## src/hw/rtl/sit_pkg.sv

```systemverilog
// ----------------------------------------------------------------------------
// sit_pkg
// Shared types and codes for the sorted insertion table.
// ----------------------------------------------------------------------------
package sit_pkg;

  localparam int VALUE_W = 32;
  localparam int INDEX_W = 4;
  localparam int COUNT_W = 5;

  localparam logic [1:0] KIND_INSERT = 2'd0;
  localparam logic [1:0] KIND_READ   = 2'd1;
  localparam logic [1:0] KIND_CLEAR  = 2'd2;

  typedef logic signed [VALUE_W-1:0] value_t;

  // control broadcast from the row to every cell
  typedef struct packed {
    logic   ins;
    logic   desc;
    value_t value;
  } cell_ctrl_t;

endpackage

```

## src/hw/rtl/sit_if.sv

```systemverilog
// ----------------------------------------------------------------------------
// sit_if
// Request and result channels of the sorted insertion table.
// ----------------------------------------------------------------------------
interface sit_req_if;
  logic                         valid;
  logic                         ready;
  logic [1:0]                   kind;
  logic signed [31:0]           value;
  logic [sit_pkg::INDEX_W-1:0]  index;

  modport source (output valid, kind, value, index, input ready);
  modport sink   (input valid, kind, value, index, output ready);
endinterface

interface sit_res_if;
  logic                         valid;
  logic                         ready;
  logic signed [31:0]           read_value;
  logic                         read_valid;
  logic                         dropped;
  logic [sit_pkg::COUNT_W-1:0]  count;

  modport source (output valid, read_value, read_valid, dropped, count, input ready);
  modport sink   (input valid, read_value, read_valid, dropped, count, output ready);
endinterface

```

## src/hw/rtl/sit_cell.sv

```systemverilog
// ----------------------------------------------------------------------------
// sit_cell
// One table slot: compares its entry with the new value, keeps it, takes
// the new value or takes its left neighbour's entry.
// ----------------------------------------------------------------------------
module sit_cell (
  input  logic                clk,
  input  sit_pkg::cell_ctrl_t ctrl,
  input  logic                occ,
  input  logic                prefix_in,
  input  sit_pkg::value_t     left_entry,
  output logic                prefix_out,
  output sit_pkg::value_t     entry_r
);

  sit_pkg::value_t entry_nxt;
  logic            ahead;

  // stored entry orders strictly ahead of the new value
  assign ahead = occ && (ctrl.desc ? (entry_r > ctrl.value) : (entry_r < ctrl.value));
  assign prefix_out = prefix_in && ahead;

  always_comb begin
    entry_nxt = entry_r;
    if (ctrl.ins) begin
      if (!prefix_in) begin
        entry_nxt = left_entry;
      end else if (!ahead) begin
        entry_nxt = ctrl.value;
      end
    end
  end

  always_ff @(posedge clk) begin
    entry_r <= entry_nxt;
  end

endmodule

```

## src/hw/rtl/sit_row.sv

```systemverilog
// ----------------------------------------------------------------------------
// sit_row
// Chain of table cells with the position search rippling down the row and
// the read select over the first slots.
// ----------------------------------------------------------------------------
module sit_row #(
  parameter int DEPTH = 16,
  parameter int CW    = 5
) (
  input  logic                         clk,
  input  sit_pkg::cell_ctrl_t          ctrl,
  input  logic [CW-1:0]                count,
  input  logic [sit_pkg::INDEX_W-1:0]  rd_index,
  output sit_pkg::value_t              rd_data
);

  localparam int ReadN = (DEPTH < (1 << sit_pkg::INDEX_W)) ? DEPTH : (1 << sit_pkg::INDEX_W);

  logic            prefix [DEPTH+1];
  sit_pkg::value_t entry  [DEPTH];

  assign prefix[0] = 1'b1;

  for (genvar i = 0; i < DEPTH; i++) begin : g_cell
    sit_pkg::value_t left;
    logic            occ;

    if (i == 0) begin : g_first
      assign left = ctrl.value;
    end else begin : g_rest
      assign left = entry[i-1];
    end

    assign occ = CW'(i) < count;

    sit_cell u_cell (
      .clk        (clk),
      .ctrl       (ctrl),
      .occ        (occ),
      .prefix_in  (prefix[i]),
      .left_entry (left),
      .prefix_out (prefix[i+1]),
      .entry_r    (entry[i])
    );
  end

  // and-or select, slots past the index range are never read
  always_comb begin
    rd_data = '0;
    for (int i = 0; i < ReadN; i++) begin
      if (rd_index == sit_pkg::INDEX_W'(i)) begin
        rd_data = rd_data | entry[i];
      end
    end
  end

endmodule

```

## src/hw/rtl/sorted_insertion_table_top.sv

```systemverilog
// ----------------------------------------------------------------------------
// sorted_insertion_table_top
// Sorted table of signed values held in a row of compare-and-shift cells.
// ----------------------------------------------------------------------------
// Usage:
//   in_req  : request channel (kind, value, index); insert, read or clear.
//   out_res : one result per request (read_value, read_valid, dropped, count).
//   cfg_we / cfg_wdata : sets the descending bit; write only while idle.
// Every cell compares its entry with the new value at once and the
// insert position ripples down the row, so an insert, read or clear is
// done in the cycle it is accepted. The result sits in the output
// register the next cycle; one request per cycle while results are taken.
// A new request is taken whenever the output register is empty or is
// being emptied in the same cycle; while the receiver stalls with a
// result pending, in_req.ready stays low.
// Reset clears the count and the direction (ascending); entry contents
// are left as they are and are never returned before being written.
// A changed direction keeps the stored order; later inserts search with it.
// ----------------------------------------------------------------------------
module sorted_insertion_table_top #(
  parameter int DEPTH = 16
) (
  input  logic         clk,
  input  logic         rst_n,
  sit_req_if.sink      in_req,
  sit_res_if.source    out_res,
  input  logic         cfg_we,
  input  logic         cfg_wdata
);

  localparam int CW     = $clog2(DEPTH + 1);
  localparam int CountW = sit_pkg::COUNT_W;
  localparam int CmpW   = (CW > sit_pkg::INDEX_W) ? CW : sit_pkg::INDEX_W;

  logic                desc_r;
  logic [CW-1:0]       count_r;
  logic [CW-1:0]       count_nxt;
  logic                out_valid_r;
  logic                out_valid_nxt;
  sit_pkg::value_t     rd_value_r;
  logic                rd_valid_r;
  logic                dropped_r;
  logic [CountW-1:0]   out_count_r;

  logic                in_ready;
  logic                accept;
  logic                full;
  logic                rd_hit;
  sit_pkg::cell_ctrl_t ctrl;
  sit_pkg::value_t     rd_data;

  assign in_ready = !out_valid_r || out_res.ready;
  assign accept   = in_req.valid && in_ready;
  assign full     = count_r == CW'(DEPTH);
  assign rd_hit   = (in_req.kind == sit_pkg::KIND_READ) &&
                    (CmpW'(in_req.index) < CmpW'(count_r));

  assign ctrl.ins   = accept && (in_req.kind == sit_pkg::KIND_INSERT) && !full;
  assign ctrl.desc  = desc_r;
  assign ctrl.value = in_req.value;

  sit_row #(
    .DEPTH (DEPTH),
    .CW    (CW)
  ) u_row (
    .clk      (clk),
    .ctrl     (ctrl),
    .count    (count_r),
    .rd_index (in_req.index),
    .rd_data  (rd_data)
  );

  always_comb begin
    count_nxt = count_r;
    if (accept) begin
      case (in_req.kind)
        sit_pkg::KIND_INSERT: begin
          if (!full) begin
            count_nxt = count_r + CW'(1);
          end
        end
        sit_pkg::KIND_CLEAR: begin
          count_nxt = '0;
        end
        default: begin
          count_nxt = count_r;
        end
      endcase
    end
  end

  always_comb begin
    out_valid_nxt = out_valid_r;
    if (accept) begin
      out_valid_nxt = 1'b1;
    end else if (out_res.ready) begin
      out_valid_nxt = 1'b0;
    end
  end

  always_ff @(posedge clk) begin
    if (!rst_n) begin
      desc_r      <= 1'b0;
      count_r     <= '0;
      out_valid_r <= 1'b0;
    end else begin
      if (cfg_we) begin
        desc_r <= cfg_wdata;
      end
      count_r     <= count_nxt;
      out_valid_r <= out_valid_nxt;
    end
  end

  // result payload
  always_ff @(posedge clk) begin
    if (accept) begin
      rd_value_r  <= rd_hit ? rd_data : '0;
      rd_valid_r  <= rd_hit;
      dropped_r   <= (in_req.kind == sit_pkg::KIND_INSERT) && full;
      out_count_r <= CountW'(count_nxt);
    end
  end

  assign in_req.ready       = in_ready;
  assign out_res.valid      = out_valid_r;
  assign out_res.read_value = rd_value_r;
  assign out_res.read_valid = rd_valid_r;
  assign out_res.dropped    = dropped_r;
  assign out_res.count      = out_count_r;

endmodule

```

## src/flat_wrapper.sv

```systemverilog
// flat-port wrapper written by rule: the top's interface ports become plain ports
module sorted_insertion_table_top_flat 
#(
  parameter int DEPTH = 16
)
  (clk, rst_n, cfg_we, cfg_wdata, in_req_valid, in_req_kind, in_req_value, in_req_index, in_req_ready, out_res_valid, out_res_read_value, out_res_read_valid, out_res_dropped, out_res_count, out_res_ready);
  sit_req_if in_req_i ();
  sit_res_if out_res_i ();
  input  logic clk;
  input  logic rst_n;
  input  logic cfg_we;
  input  logic cfg_wdata;
  input wire logic [$bits(in_req_i.valid)-1:0] in_req_valid;
  input wire logic [$bits(in_req_i.kind)-1:0] in_req_kind;
  input wire logic [$bits(in_req_i.value)-1:0] in_req_value;
  input wire logic [$bits(in_req_i.index)-1:0] in_req_index;
  output wire logic [$bits(in_req_i.ready)-1:0] in_req_ready;
  output wire logic [$bits(out_res_i.valid)-1:0] out_res_valid;
  output wire logic [$bits(out_res_i.read_value)-1:0] out_res_read_value;
  output wire logic [$bits(out_res_i.read_valid)-1:0] out_res_read_valid;
  output wire logic [$bits(out_res_i.dropped)-1:0] out_res_dropped;
  output wire logic [$bits(out_res_i.count)-1:0] out_res_count;
  input wire logic [$bits(out_res_i.ready)-1:0] out_res_ready;
  assign in_req_i.valid = in_req_valid;
  assign in_req_i.kind = in_req_kind;
  assign in_req_i.value = in_req_value;
  assign in_req_i.index = in_req_index;
  assign in_req_ready = in_req_i.ready;
  assign out_res_valid = out_res_i.valid;
  assign out_res_read_value = out_res_i.read_value;
  assign out_res_read_valid = out_res_i.read_valid;
  assign out_res_dropped = out_res_i.dropped;
  assign out_res_count = out_res_i.count;
  assign out_res_i.ready = out_res_ready;
  sorted_insertion_table_top #(.DEPTH(DEPTH)) u_core (.clk(clk), .rst_n(rst_n), .in_req(in_req_i), .out_res(out_res_i), .cfg_we(cfg_we), .cfg_wdata(cfg_wdata));
endmodule
```

## config.mk

```make
export PLATFORM = sky130hd
export DESIGN_NAME = sorted_insertion_table_top_flat
export DESIGN_NICKNAME = d
export VERILOG_FILES = /design/src/hw/rtl/sit_pkg.sv /design/src/hw/rtl/sit_if.sv /design/src/hw/rtl/sit_cell.sv /design/src/hw/rtl/sit_row.sv /design/src/hw/rtl/sorted_insertion_table_top.sv /design/src/flat_wrapper.sv
export SDC_FILE = /design/constraint.sdc
export NUM_CORES = 2
export LEC_CHECK = 0
export BUFFER_PORTS_ARGS = -buffer_cell sky130_fd_sc_hd__buf_2
export CORE_ASPECT_RATIO = 0.6
export CORE_UTILIZATION = 30
export CTS_BUF_LIST = sky130_fd_sc_hd__clkbuf_2
export DETAILED_ROUTE_END_ITERATION = 8
export SLEW_MARGIN = 15
export SYNTH_ARGS = -nofsm -noshare
export SYNTH_HDL_FRONTEND = slang
export SYNTH_SLANG_ARGS = --single-unit
```

## constraint.sdc

```tcl
create_clock -name clk -period 7.5 [get_ports clk]
set_clock_uncertainty 0.15 [all_clocks]
set_input_delay 1.125 -clock clk [delete_from_list [all_inputs] [get_ports clk]]
set_output_delay 1.125 -clock clk [all_outputs]
set_load 0.005 [all_outputs]
```

==> out/metrics.yaml <==
maxCapViolCount: 0
multi_input_area_sq_um: 20100
yosysTopAreaCellShare_pct: 44.1
slew_violations: 0
endpoint_kind: "register"
cts_buffer_depth: 3
finalSetupViolations: 0
drc: 0
drt_wl_total_mm: 178
viasPerCell: 6.25
post_cts_resized: 0
status: "finished clean"
grt_pass1_wl_mm: 240
grt_pass1_vias: 29900
fillers: 12400
p_int_w: 0.00477
final_cell_mix: "edfxtp_1 (551), ha_1 (517), o21ai_0 (302)"
async_reset_ff_share_pct: 0
min_period_ns: 5.92
hp-class: "in2reg"
rsz0062_at_grt: "no"
wl_per_cell_microns: 33.8
first_iter_violations: 5567
synth_cell_types: 77
drive_above_1_share_pct: 21.7
synth_nets: 3827
num_io_pins: 85
num_rows: 100
final-hold-violation-count: 0
clkPwrFrac_pct: 33.4
dpl.hpwl_mm: 132
slew-limit-headroom_pct: 14.5
tightestPinTransition_ns: 1.28
root_buffer: "clkbuf_2"
clock_sinks: 558
worstSkewPairLatency_ns: 1.55
yosysWarningCount: 0
worstSetupStartpoint: "in_req_value[31]"
comb_power_share_pct: 14.8
rrSetupSlack_ns: 1.96
grt_max_degree: 65
cp-start-kind: "primary input"
synthTopCellsByArea: "edfxtp_1 (44%), ha_1 (17%), mux2_2 (7.9%)"
ys.flop_type: "edfxtp_1"
arrival_ns: 6.81
hold_depth: 6
ir_worst_vdd_mv: 0.110
seqPwrFrac_pct: 51.8
grt_antenna_before_repair: 7
synthesis.area_sq_um: 37500
synth_edf_count: 551
grt_overflow: 0
coreArea_sq_um: 124000
cts_tree: "yes"
fin_setup_tns_ns: 0
power.density_nw_per_um2: 165
swShare_pct: 31.8
nets: 4052
avgSynthCellArea_sq_um: 11.5
worstHoldStart: "out_res_ready"
p_leak_nw: 16.5
fmax_ghz: 0.169
drtPass1Iterations: 6
dp.cells: 4992
reg2reg_depth: 14
synth-seq-cells: 558
final_common_cell: "edfxtp_1"
ys_seq_area_share_pct: 44.5
area.sequential_sq_um: 16700
synth_top_area_cell: "edfxtp_1"
start_util_pct: 30.3
synthToLayoutAreaGrowth_pct: 12.9
cts_inserted_buffers: 140
gr-usage-all-layers_pct: 27.4
die_x_microns: 459
path_max_fanout: 19
vias: 32900
worstSetupPathType: "in2reg"
min_to: "u_core.out_res.count[3]"
cts_setup_buffers: 0
cts_max_level: 4
critPathRequiredTime_ns: 8.39
clk_pin_slew_ns: 0.09
gp_congestion: 1.06
period_share_pct: 78.9
stdcell_count: 5264
die_h_microns: 276
r2r_end: "u_core.u_row.g_cell[15].u_cell.entry_r[4]"
reg2reg_from: "u_core.u_row.g_cell[14].u_cell.entry_r[15]"
port_buffers: 84
die_area_sq_um: 127000
antenna_left: 0
netlist_instances: 3266
p_sw_w: 0.00222
## through the flow
stage	hold slack, ns	area (sq um)	worst slack, ns	total power [W]	utilization, %
4_1_cts	0.118	42400	1.89	0.00693	34.2
2_1_floorplan	0.395	37500	1.03	0.00417	-
3_3_place_gp	0.372	40700	0.913	0.00463	32.8
5_1_grt	0.255	42400	1.49	0.00719	34.2
3_5_place_dp	0.383	40700	0.838	0.00464	32.8
6_report	0.315	42400	1.58	0.00699	34.2
## area by class of cell
class | count | area share, %
antenna | 6 | 0.0354
inverter | 78 | 0.691
sequential | 558 | 39.4
timing repair buffer | 251 | 4.51
clock buffer | 201 | 2.37
multi-input combinational | 2462 | 47.4
tap | 1683 | 4.97
clock inverter | 25 | 0.599
## repair_timing
item / in CTS / in global routing
hold buffers: 40 / 0
endpoints found under the setup margin: 0 / 0
hold endpoints to repair: 324 / 0
## synthesized netlist by cell type (19+ instances only)
master,count
a211oi_1,30
a21o_1,57
a21oi_1,152
a221oi_1,104
a22o_1,98
a22oi_1,67
a31oi_1,42
and3_1,45
and4_1,19
clkbuf_1,144
edfxtp_1,551
ha_1,517
inv_1,77
mux2_2,264
mux2_4,30
nand2_1,252
nand2b_1,21
nand3_1,45
nand4_1,84
nor2_1,74
nor2b_1,22
nor3_1,35
o211ai_1,25
o21ai_0,302
## how the worst max path moves through the flow
stage	endpoint	slack, ns	depth (start not counted)
detailed placement	u_core.u_row.g_cell[3].u_cell.entry_r[14]	0.84	14
global placement	u_core.u_row.g_cell[3].u_cell.entry_r[15]	0.91	14
global route	u_core.u_row.g_cell[3].u_cell.entry_r[5]	1.49	15
floorplan	u_core.u_row.g_cell[9].u_cell.entry_r[0]	1.03	16
CTS	u_core.u_row.g_cell[3].u_cell.entry_r[5]	1.89	15
finish	u_core.u_row.g_cell[15].u_cell.entry_r[4]	1.58	17
## state kept, by name, summed over array words and instances, names as in the netlist
register and flops:
u_core.out_res.read_value 32, u_core.out_res.dropped 1, u_core.u_row.g_cell.u_cell.entry_r 512, u_core.count_r 5, u_core.out_res.valid 1, u_core.out_res.count 5, u_core.desc_r 1, u_core.out_res.read_valid 1
## worst max-delay path, stage by stage
cell	delay [ns]
dlygate4sd3_1	0.53
buf_2	0.34
inv_1	0.31
buf_4	0.28
ha_1	0.33
nand2_1	0.09
o21bai_1	0.19
a2111oi_0	0.80
a31oi_1	0.31
nor4b_1	0.47
nor3_1	0.11
o21ai_0	0.54
nor2_1	0.27
nand4_1	0.19
buf_4	0.21
o31a_2	0.18
buf_4	0.51
## power by group through the flow
stage / Clock, W / Sequential (W) / Combinational (W)
2_1_floorplan: 0 / 0.00362 / 0.000553
3_3_place_gp: 0 / 0.00368 / 0.000949
3_5_place_dp: 0 / 0.00368 / 0.000961
4_1_cts: 0.00234 / 0.00361 / 0.000985
5_1_grt: 0.00247 / 0.00362 / 0.00109
6_report: 0.00233 / 0.00362 / 0.00103
## logic make-up after synthesis
kind of cell             count (synthesis)  synth area share [%]
AO/OA/AOI/OAI                          985                  17.5
AND/OR/NAND/NOR                        649                  8.61
flip-flops                             558                  44.5
adder cells (fa/ha/maj)                517                  17.2
multiplexers                           306                  9.44
buffers and inverters                  246                  2.63
XOR/XNOR                                 5                 0.117
## layer usage
metal  share of wire, %  track usage (%)  wire length, microns
met1                 43             39.9                 76900
met2                 34             31.4                 60000
met3                 21             18.5                 38100
met4                1.6             6.21                  2800
met5               0.17             1.39                   294
Power figures use the tool's default switching activity.
